## config.mk

```make
export PLATFORM = sky130hd
export DESIGN_NAME = key_data_array_engine
export DESIGN_NICKNAME = d
export VERILOG_FILES = /design/src/sv/kdae_pkg.sv /design/src/sv/kdae_store.sv /design/src/sv/kdae_ctrl.sv /design/src/sv/key_data_array_engine.sv
export SDC_FILE = /design/constraint.sdc
export NUM_CORES = 2
export LEC_CHECK = 0
export BUFFER_PORTS_ARGS = -buffer_cell sky130_fd_sc_hd__buf_2
export CAP_MARGIN = 20
export CORE_UTILIZATION = 50
export CTS_BUF_LIST = sky130_fd_sc_hd__clkbuf_8 sky130_fd_sc_hd__clkbuf_16
export DETAILED_ROUTE_END_ITERATION = 12
export PLACE_DENSITY_LB_ADDON = 0.2
export SYNTH_ARGS = -nofsm -noshare
export SYNTH_HDL_FRONTEND = slang
export SYNTH_SLANG_ARGS = --single-unit
```

## constraint.sdc

```tcl
create_clock -name clk -period 7.61 [get_ports clk]
set_clock_uncertainty 0.15 [all_clocks]
set_input_delay 1.522 -clock clk [delete_from_list [all_inputs] [get_ports clk]]
set_output_delay 1.522 -clock clk [all_outputs]
set_load 0.02 [all_outputs]
```

## src/sv/kdae_pkg.sv

```systemverilog
// Shared types, widths and codes for the key/data array engine.
package kdae_pkg;

  // Store size and derived widths
  localparam int CAPACITY = 16;
  localparam int ADDR_W   = $clog2(CAPACITY);
  localparam int CNT_W    = $clog2(CAPACITY + 1);

  // Fixed field widths
  localparam int ACT_W   = 4;
  localparam int KEY_W   = 32;
  localparam int DATA_W  = 32;
  localparam int IDX_W   = 5;
  localparam int IDXO_W  = 4;
  localparam int COUNT_W = 5;
  localparam int STAT_W  = 2;

  // Width wide enough to compare an input index against the count
  localparam int POS_W = (IDX_W > CNT_W) ? IDX_W : CNT_W;

  // Action codes
  typedef enum logic [ACT_W-1:0] {
    ACT_PUSH      = 4'd0,
    ACT_POP       = 4'd1,
    ACT_SHIFT     = 4'd2,
    ACT_UNSHIFT   = 4'd3,
    ACT_READ      = 4'd4,
    ACT_SET       = 4'd5,
    ACT_INSERT    = 4'd6,
    ACT_REMOVE    = 4'd7,
    ACT_FIRST     = 4'd8,
    ACT_LAST      = 4'd9,
    ACT_SEARCH_EQ = 4'd10,
    ACT_SEARCH_GE = 4'd11,
    ACT_SEARCH_GN = 4'd12,
    ACT_CLEAR     = 4'd13
  } action_t;

  // Result status codes
  typedef enum logic [STAT_W-1:0] {
    ST_OK    = 2'd0,
    ST_FULL  = 2'd1,
    ST_EMPTY = 2'd2,
    ST_RANGE = 2'd3
  } status_t;

  // Sequencer work modes
  typedef enum logic [1:0] {
    MD_INS = 2'd0,   // move entries up, then write the new pair
    MD_DEL = 2'd1,   // fetch one entry; on a removal, move the ones above it down
    MD_EQ  = 2'd2,   // scan for an equal key
    MD_GE  = 2'd3    // scan for a key greater than or equal
  } mode_t;

  // Sequencer states
  typedef enum logic [2:0] {
    S_IDLE = 3'b001,
    S_RUN  = 3'b010,
    S_DONE = 3'b100
  } state_t;

  typedef struct packed {
    logic [ACT_W-1:0]         action;
    logic signed [KEY_W-1:0]  key_in;
    logic signed [DATA_W-1:0] data_in;
    logic [IDX_W-1:0]         index;
  } in_item_t;

  typedef struct packed {
    logic                     found;
    logic [IDXO_W-1:0]        index_out;
    logic signed [KEY_W-1:0]  key_out;
    logic signed [DATA_W-1:0] data_out;
    logic [COUNT_W-1:0]       count;
    logic [STAT_W-1:0]        status;
  } out_item_t;

  typedef struct packed {
    logic signed [KEY_W-1:0]  key;
    logic signed [DATA_W-1:0] data;
  } entry_t;

  typedef struct packed {
    logic              en;
    logic [ADDR_W-1:0] addr;
    entry_t            entry;
  } mem_wr_t;

  typedef struct packed {
    logic              en;
    logic [ADDR_W-1:0] addr;
  } mem_rd_t;

endpackage

```

## src/sv/kdae_store.sv

```systemverilog
// Entry store: one write port, one read port with registered read data.
module kdae_store (
  input  logic               clk,
  input  kdae_pkg::mem_wr_t  wr,
  input  kdae_pkg::mem_rd_t  rd,
  output kdae_pkg::entry_t   rd_entry
);

  kdae_pkg::entry_t mem [kdae_pkg::CAPACITY];

  // Write and read-first registered read
  always_ff @(posedge clk) begin
    if (wr.en) begin
      mem[wr.addr] <= wr.entry;
    end
    if (rd.en) begin
      rd_entry <= mem[rd.addr];
    end
  end

endmodule

```

## src/sv/kdae_ctrl.sv

```systemverilog
// Action decode, entry count and read-modify-write sequencer over the store.
module kdae_ctrl (
  input  logic                 clk,
  input  logic                 rst_n,
  input  logic                 in_valid,
  input  kdae_pkg::in_item_t   in_item,
  output logic                 busy,
  output logic                 res_valid,
  input  logic                 res_ready,
  output kdae_pkg::out_item_t  res_item,
  output kdae_pkg::mem_wr_t    mem_wr,
  output kdae_pkg::mem_rd_t    mem_rd,
  input  kdae_pkg::entry_t     rd_entry
);

  localparam int ADDR_W = kdae_pkg::ADDR_W;
  localparam int CNT_W  = kdae_pkg::CNT_W;
  localparam int POS_W  = kdae_pkg::POS_W;

  kdae_pkg::state_t  state_r, state_nxt;
  kdae_pkg::mode_t   mode_r, mode_nxt;
  kdae_pkg::status_t status_r, status_nxt;

  logic [CNT_W-1:0]  count_r, count_nxt;
  logic [CNT_W-1:0]  left_r, left_nxt;
  logic [ADDR_W-1:0] ptr_r, ptr_nxt;
  logic [ADDR_W-1:0] src_r, src_nxt;
  logic [ADDR_W-1:0] pos_r, pos_nxt;
  logic              pend_r, pend_nxt;
  logic              found_r, found_nxt;
  logic signed [kdae_pkg::KEY_W-1:0]  key_r, key_nxt;
  logic signed [kdae_pkg::KEY_W-1:0]  res_key_r, res_key_nxt;
  logic signed [kdae_pkg::DATA_W-1:0] res_data_r, res_data_nxt;

  logic acc;

  // Decode of the offered item against the current count
  logic              full, empty, closes;
  logic [POS_W-1:0]  n_pos, i_pos, dec_pos;
  logic              dec_run, dec_found;
  kdae_pkg::mode_t   dec_mode;
  kdae_pkg::status_t dec_status;
  logic [CNT_W-1:0]  dec_left, dec_cnt;
  logic [ADDR_W-1:0] dec_ptr;
  logic signed [kdae_pkg::KEY_W-1:0]  dec_key;
  logic signed [kdae_pkg::DATA_W-1:0] dec_data;

  always_comb begin
    full       = (count_r == CNT_W'(kdae_pkg::CAPACITY));
    empty      = (count_r == '0);
    n_pos      = POS_W'(count_r);
    i_pos      = POS_W'(in_item.index);
    closes     = 1'b0;
    dec_pos    = '0;
    dec_run    = 1'b0;
    dec_found  = 1'b0;
    dec_mode   = kdae_pkg::MD_INS;
    dec_status = kdae_pkg::ST_OK;
    dec_left   = '0;
    dec_cnt    = count_r;
    dec_ptr    = '0;
    dec_key    = '0;
    dec_data   = '0;
    case (in_item.action)
      kdae_pkg::ACT_PUSH, kdae_pkg::ACT_UNSHIFT, kdae_pkg::ACT_INSERT: begin
        if (in_item.action == kdae_pkg::ACT_PUSH) begin
          dec_pos = n_pos;
        end else if (in_item.action == kdae_pkg::ACT_UNSHIFT) begin
          dec_pos = '0;
        end else begin
          dec_pos = i_pos;
        end
        if (full) begin
          dec_status = kdae_pkg::ST_FULL;
          dec_pos    = '0;
        end else if (dec_pos > n_pos) begin
          dec_status = kdae_pkg::ST_RANGE;
          dec_pos    = '0;
        end else begin
          dec_run  = 1'b1;
          dec_mode = kdae_pkg::MD_INS;
          dec_left = CNT_W'(n_pos - dec_pos);
          dec_ptr  = ADDR_W'(n_pos - POS_W'(1));
          dec_cnt  = count_r + CNT_W'(1);
          dec_key  = in_item.key_in;
          dec_data = in_item.data_in;
        end
      end
      kdae_pkg::ACT_SET: begin
        if (i_pos > n_pos) begin
          dec_status = kdae_pkg::ST_RANGE;
        end else if (i_pos == n_pos && full) begin
          dec_status = kdae_pkg::ST_FULL;
        end else begin
          dec_run  = 1'b1;
          dec_mode = kdae_pkg::MD_INS;
          dec_pos  = i_pos;
          dec_cnt  = (i_pos == n_pos) ? count_r + CNT_W'(1) : count_r;
          dec_key  = in_item.key_in;
          dec_data = in_item.data_in;
        end
      end
      kdae_pkg::ACT_POP, kdae_pkg::ACT_SHIFT, kdae_pkg::ACT_READ,
      kdae_pkg::ACT_REMOVE, kdae_pkg::ACT_FIRST, kdae_pkg::ACT_LAST: begin
        closes = (in_item.action == kdae_pkg::ACT_POP) ||
                 (in_item.action == kdae_pkg::ACT_SHIFT) ||
                 (in_item.action == kdae_pkg::ACT_REMOVE);
        if (in_item.action == kdae_pkg::ACT_POP || in_item.action == kdae_pkg::ACT_LAST) begin
          dec_pos = n_pos - POS_W'(1);
        end else if (in_item.action == kdae_pkg::ACT_SHIFT ||
                     in_item.action == kdae_pkg::ACT_FIRST) begin
          dec_pos = '0;
        end else begin
          dec_pos = i_pos;
        end
        if (empty) begin
          dec_status = kdae_pkg::ST_EMPTY;
          dec_pos    = '0;
        end else if (dec_pos >= n_pos) begin
          dec_status = kdae_pkg::ST_RANGE;
          dec_pos    = '0;
        end else begin
          dec_run   = 1'b1;
          dec_mode  = kdae_pkg::MD_DEL;
          dec_found = 1'b1;
          dec_ptr   = ADDR_W'(dec_pos);
          dec_left  = closes ? CNT_W'(n_pos - dec_pos) : CNT_W'(1);
          dec_cnt   = closes ? count_r - CNT_W'(1) : count_r;
        end
      end
      kdae_pkg::ACT_SEARCH_EQ: begin
        dec_run  = 1'b1;
        dec_mode = kdae_pkg::MD_EQ;
        dec_left = count_r;
        dec_key  = in_item.key_in;
      end
      kdae_pkg::ACT_SEARCH_GE, kdae_pkg::ACT_SEARCH_GN: begin
        dec_run  = 1'b1;
        dec_mode = kdae_pkg::MD_GE;
        if (in_item.action == kdae_pkg::ACT_SEARCH_GE || empty) begin
          dec_left = count_r;
        end else begin
          dec_left = count_r - CNT_W'(1);
        end
      end
      kdae_pkg::ACT_CLEAR: begin
        dec_cnt = '0;
      end
      default: begin
      end
    endcase
  end

  // Sequencer: one store read issued and one earlier read consumed per cycle
  always_comb begin
    state_nxt    = state_r;
    mode_nxt     = mode_r;
    status_nxt   = status_r;
    count_nxt    = count_r;
    left_nxt     = left_r;
    ptr_nxt      = ptr_r;
    src_nxt      = src_r;
    pos_nxt      = pos_r;
    pend_nxt     = pend_r;
    found_nxt    = found_r;
    key_nxt      = key_r;
    res_key_nxt  = res_key_r;
    res_data_nxt = res_data_r;
    acc          = 1'b0;
    mem_rd       = '0;
    mem_wr       = '0;
    mem_wr.entry = rd_entry;
    case (state_r)
      kdae_pkg::S_IDLE: begin
        if (in_valid) begin
          acc          = 1'b1;
          state_nxt    = dec_run ? kdae_pkg::S_RUN : kdae_pkg::S_DONE;
          mode_nxt     = dec_mode;
          status_nxt   = dec_status;
          count_nxt    = dec_cnt;
          left_nxt     = dec_left;
          ptr_nxt      = dec_ptr;
          pos_nxt      = ADDR_W'(dec_pos);
          pend_nxt     = 1'b0;
          found_nxt    = dec_found;
          key_nxt      = in_item.key_in;
          res_key_nxt  = dec_key;
          res_data_nxt = dec_data;
        end
      end
      kdae_pkg::S_RUN: begin
        // issue the next read
        if (left_r != '0) begin
          mem_rd.en   = 1'b1;
          mem_rd.addr = ptr_r;
          pend_nxt    = 1'b1;
          src_nxt     = ptr_r;
          ptr_nxt     = (mode_r == kdae_pkg::MD_INS) ? ptr_r - ADDR_W'(1)
                                                     : ptr_r + ADDR_W'(1);
          left_nxt    = left_r - CNT_W'(1);
        end else begin
          pend_nxt = 1'b0;
        end
        // consume the read issued last cycle
        if (pend_r) begin
          case (mode_r)
            kdae_pkg::MD_INS: begin
              mem_wr.en   = 1'b1;
              mem_wr.addr = src_r + ADDR_W'(1);
            end
            kdae_pkg::MD_DEL: begin
              if (src_r == pos_r) begin
                res_key_nxt  = rd_entry.key;
                res_data_nxt = rd_entry.data;
              end else begin
                mem_wr.en   = 1'b1;
                mem_wr.addr = src_r - ADDR_W'(1);
              end
            end
            kdae_pkg::MD_EQ: begin
              if (rd_entry.key == key_r) begin
                found_nxt    = 1'b1;
                pos_nxt      = src_r;
                res_data_nxt = rd_entry.data;
                state_nxt    = kdae_pkg::S_DONE;
                pend_nxt     = 1'b0;
                left_nxt     = '0;
              end
            end
            kdae_pkg::MD_GE: begin
              if ($signed(rd_entry.key) >= $signed(key_r)) begin
                found_nxt    = 1'b1;
                pos_nxt      = src_r;
                res_key_nxt  = rd_entry.key;
                res_data_nxt = rd_entry.data;
                state_nxt    = kdae_pkg::S_DONE;
                pend_nxt     = 1'b0;
                left_nxt     = '0;
              end
            end
            default: begin
            end
          endcase
        end
        // all moves done: place the new pair for writes
        if (left_r == '0 && !pend_r) begin
          if (mode_r == kdae_pkg::MD_INS) begin
            mem_wr.en         = 1'b1;
            mem_wr.addr       = pos_r;
            mem_wr.entry.key  = res_key_r;
            mem_wr.entry.data = res_data_r;
          end
          state_nxt = kdae_pkg::S_DONE;
        end
      end
      kdae_pkg::S_DONE: begin
        if (res_ready) begin
          state_nxt = kdae_pkg::S_IDLE;
        end
      end
      default: begin
        state_nxt = kdae_pkg::S_IDLE;
      end
    endcase
  end

  // Control registers
  always_ff @(posedge clk) begin
    if (!rst_n) begin
      state_r <= kdae_pkg::S_IDLE;
      count_r <= '0;
      left_r  <= '0;
      pend_r  <= 1'b0;
    end else begin
      state_r <= state_nxt;
      count_r <= count_nxt;
      left_r  <= left_nxt;
      pend_r  <= pend_nxt;
    end
  end

  // Payload registers
  always_ff @(posedge clk) begin
    mode_r     <= mode_nxt;
    status_r   <= status_nxt;
    ptr_r      <= ptr_nxt;
    src_r      <= src_nxt;
    pos_r      <= pos_nxt;
    found_r    <= found_nxt;
    key_r      <= key_nxt;
    res_key_r  <= res_key_nxt;
    res_data_r <= res_data_nxt;
  end

  assign busy      = (state_r != kdae_pkg::S_IDLE);
  assign res_valid = (state_r == kdae_pkg::S_DONE);

  always_comb begin
    res_item           = '0;
    res_item.found     = found_r;
    res_item.index_out = kdae_pkg::IDXO_W'(pos_r);
    res_item.key_out   = res_key_r;
    res_item.data_out  = res_data_r;
    res_item.count     = kdae_pkg::COUNT_W'(count_r);
    res_item.status    = status_r;
  end

  // Count never passes the store size
  a_count_cap: assert property (@(posedge clk) disable iff (!rst_n)
    count_r <= CNT_W'(kdae_pkg::CAPACITY))
    else $error("entry count above capacity");

  // Moves and new pairs land only inside the live region
  a_wr_live: assert property (@(posedge clk) disable iff (!rst_n)
    mem_wr.en |-> (CNT_W'(mem_wr.addr) < count_r))
    else $error("store write outside live entries");

  // Reads never reach past the old end of the array
  a_rd_live: assert property (@(posedge clk) disable iff (!rst_n)
    mem_rd.en |-> (CNT_W'(mem_rd.addr) <= count_r))
    else $error("store read beyond old entry count");

  // Count moves only on an accepted transfer
  a_count_hold: assert property (@(posedge clk) disable iff (!rst_n)
    !acc |=> $stable(count_r))
    else $error("entry count changed without a transfer");

  // A pending read is consumed only while running
  a_pend_run: assert property (@(posedge clk) disable iff (!rst_n)
    pend_r |-> (state_r == kdae_pkg::S_RUN))
    else $error("read pending outside the run state");

endmodule

```

## src/sv/key_data_array_engine.sv

```systemverilog
// Top level of the key/data array engine: sequencer, entry store, result register.
// An item is taken when the engine is idle, even while the previous result still
// sits in the output register, and gives exactly one result. Refusals, clear and
// unused codes read no store entry. Every other action walks the entry store
// (one write port, one read port) one entry per cycle, reading at most CAPACITY
// entries (moved, fetched or compared). A search stops at its first hit. The store
// needs no clearing pass after reset; only the entry count is cleared.
module key_data_array_engine (
  input  logic                 clk,
  input  logic                 rst_n,
  input  logic                 in_valid,
  output logic                 in_stall,
  input  kdae_pkg::in_item_t   in_item,
  output logic                 out_valid,
  input  logic                 out_stall,
  output kdae_pkg::out_item_t  out_item
);

  logic                busy;
  logic                res_valid;
  logic                res_ready;
  kdae_pkg::out_item_t res_item;
  kdae_pkg::mem_wr_t   mem_wr;
  kdae_pkg::mem_rd_t   mem_rd;
  kdae_pkg::entry_t    rd_entry;

  logic                out_valid_r;
  kdae_pkg::out_item_t out_item_r;

  kdae_ctrl u_ctrl (
    .clk       (clk),
    .rst_n     (rst_n),
    .in_valid  (in_valid),
    .in_item   (in_item),
    .busy      (busy),
    .res_valid (res_valid),
    .res_ready (res_ready),
    .res_item  (res_item),
    .mem_wr    (mem_wr),
    .mem_rd    (mem_rd),
    .rd_entry  (rd_entry)
  );

  kdae_store u_store (
    .clk      (clk),
    .wr       (mem_wr),
    .rd       (mem_rd),
    .rd_entry (rd_entry)
  );

  assign in_stall = busy;

  // Output register: loads when empty or when its transfer completes
  assign res_ready = !out_valid_r || !out_stall;

  always_ff @(posedge clk) begin
    if (!rst_n) begin
      out_valid_r <= 1'b0;
    end else if (res_ready) begin
      out_valid_r <= res_valid;
    end
  end

  always_ff @(posedge clk) begin
    if (res_valid && res_ready) begin
      out_item_r <= res_item;
    end
  end

  assign out_valid = out_valid_r;
  assign out_item  = out_item_r;

endmodule
```

==> metrics <==
outcome=finished, final reports clean; sequential share of the synthesized area=73.77%; Seq cells post-synth=1,292; Cells after Synth=3,094; fin. max-slew vios=0; startpoint types=flip-flop; gr usage total=24.15%; arrival time worst endpoint=5.60 ns; Min-Delay Startpoint=u_ctrl.status_r[0]; EDFF count, synth=1,277; Most used DFF post-synth=edfxtp_1; worst r2r src=u_ctrl.left_r[1]; leakage power=19.97 nW; global-route wire length before repair=189.3 mm; syn nets=3,233; slowest stage cell, crit path=buf_4; Synth-to-Final Area Change=12.46%; First-pass DRT Iterations=5; Final setup viols=0; Crit Path Class=flip-flop to flip-flop; Synth Warn #=0; # diodes=0; routed length per placed instance=27.09 um; Area contributors post-synth=edfxtp_1 (73%), mux4_2 (5.5%), o211ai_1 (3.7%), mux2i_1 (2.5%), nand2_1 (1.8%); Top Ports=155; Mapped Area=52,390 um2; Vias/cell=6.201; fin crit share=70.04%; Worst Hold Depth=0; Total Power=14.55 mW; PwrDens=247.0 nW/um2; final cell count without fillers=4,726; critical path capture point type=flip-flop; PostCTS Resize Cnt=0; Starting Density=50.54%; Num CTS Buffers=133; reg2reg end=u_store.rd_entry[6]; dpl hpwl=66.84 mm; maximum fanout along the worst path=76; min-delay worst type=flip-flop to flip-flop; CTS tree=done; WP buf/inv=3; required time of the critical path=7.88 ns; antenna viol nets, final=0; Peak VDD IR=0.1497 mV; die width=325.7 um; Placer Congestion=0.8205; Die ar.=106,100 um2; critical path's top delay family=simple AND/OR/NAND/NOR gates; fin crit period=5.330 ns; commonest non-fill, non-tap cell in the layout=edfxtp_1; Buffers on Ports=154; total grt overflow=0; max-cap viol count=0; R2R cell count=11; R2R Setup Slk=2.28 ns; Yosys top cell by area=edfxtp_1; asr flop ratio synth=0%; clock latency on the worst-skew pair=0.74 ns; clock sinks=1,292; maximum number of pins on one net before global-route repair=199; average size of a mapped cell=16.93 um2; setup TNS=0 ns; layout cells sized above 1=18.89%; Worst path depth=11; Inst Count DP=4,486; Worst path max stage delay=0.94 ns; clock tree buffer depth=3; Residual DRC=0; Hold Fails Final Rpt=0; DR iter-0 viols=2,837; RSZ-0062 raised after global routing=no; Netlist cell types=77; top cell type's share of synthesized area=73.20%; # nets final=3,381; clock slew at reported path FFs=0.06 ns; core area=103,600 um2; worst slew margin relative to its limit=23.15%; hold endpoint=out_item[0]; vias in the first global route=29,487; f_max=0.1876 GHz; CTS H-tree lvls=4; root buffer cell=clkbuf_16; row count=118; antenna violations before repair=6; hold buffer count at CTS=0; vias=29,304; chip height=325.7 um; most frequent cells in the layout=edfxtp_1 (1,277), o211ai_1 (255), nand2_1 (243); Worst-Margin Slew=1.150 ns; Post-CTS Setup Repair Bufs=0; final WL=128.0 mm; CP Cell Sequence=inv_1 > ha_1 > nor4b_2 > or3_4 > inv_4 > nand2_4 > buf_4 > mux2i_1 > o211ai_1 > a21oi_1 > a31oi_1
==> cell families (layout without fill, tap and decap cells) <==
group	count (synthesis)	after routing	synth area share, %
buffers and inverters	258	510	2.104
XOR/XNOR	22	22	0.3678
flip-flops	1292	1292	73.77
AO/OA/AOI/OAI	612	612	8.013
multiplexers	326	326	9.442
adder cells (fa/ha/maj)	62	62	1.524
AND/OR/NAND/NOR	522	522	4.775
==> where the power goes <==
group	leakage [nW]	switching [mW]	internal [mW]
Clock	2.13	2.65	3.47
Sequential	11.7	0.0632	7.83
Combinational	6.15	0.363	0.179
==> Yosys cell counts, drive strengths merged (65+ instances only) <==
cell type  instances
or3              130
a31oi             72
a21oi            115
nand2            247
nor2              71
mux2              65
edfxtp          1277
buf               70
mux2i            133
o211ai           255
clkbuf           128
mux4             128
==> layout make-up <==
type,instances,area [um2]
clock buffers,137,3428
fillers,7926,44730
flip-flops and latches,1292,38650
inverters,60,227.7
clock inverters,102,671.9
repair buffers,211,1356
multi-input cells,1544,12860
well taps,1380,1727
==> per-stage QoR <==
step | hold WS, ns | instance area, um2 | util [%] | setup slack [ns]
floorplan | 0.2503 | 52390 | - | 1.700
global placement | 0.2596 | 54790 | 52.86 | 1.768
detailed placement | 0.2545 | 54790 | 52.86 | 1.722
CTS | 0.2692 | 58890 | 56.82 | 2.262
global route | 0.2820 | 58910 | 56.84 | 1.947
finish | 0.2679 | 58910 | 56.84 | 2.280
==> state kept, by name (all words and copies together), names as in the netlist <==
signal,count
u_ctrl.src_r,4
u_ctrl.pos_r,4
u_ctrl.ptr_r,4
u_ctrl.status_r,2
u_ctrl.mode_r,2
u_ctrl.res_data_r,32
out_item,76
u_ctrl.key_r,32
u_ctrl.found_r,1
u_ctrl.state_r,3
out_valid,1
u_ctrl.left_r,5
u_ctrl.pend_r,1
u_store.mem,1024
u_ctrl.res_key_r,32
u_ctrl.count_r,5
u_store.rd_entry,64
==> worst max path at each step <==
stage | to | from | slack, ns
floorplan | out_item[0] | out_stall | 1.70
global placement | u_ctrl.res_key_r[13] | in_item[70] | 1.77
detailed placement | u_ctrl.res_key_r[13] | in_item[70] | 1.72
CTS | u_store.rd_entry[6] | u_ctrl.left_r[1] | 2.26
global route | u_store.rd_entry[1] | u_ctrl.left_r[1] | 1.95
finish | u_store.rd_entry[6] | u_ctrl.left_r[1] | 2.28
==> layer usage <==
metal | share of wire [%] | up-vias | GRT usage, %
met5 | 0.033 | - | 0
met4 | 2.9 | 8 | 8.328
met3 | 6.3 | 229 | 3.605
met2 | 49 | 1118 | 39.80
met1 | 42 | 15245 | 33.01
li1 | - | 12704 | -
Power figures use the tool's default switching activity.
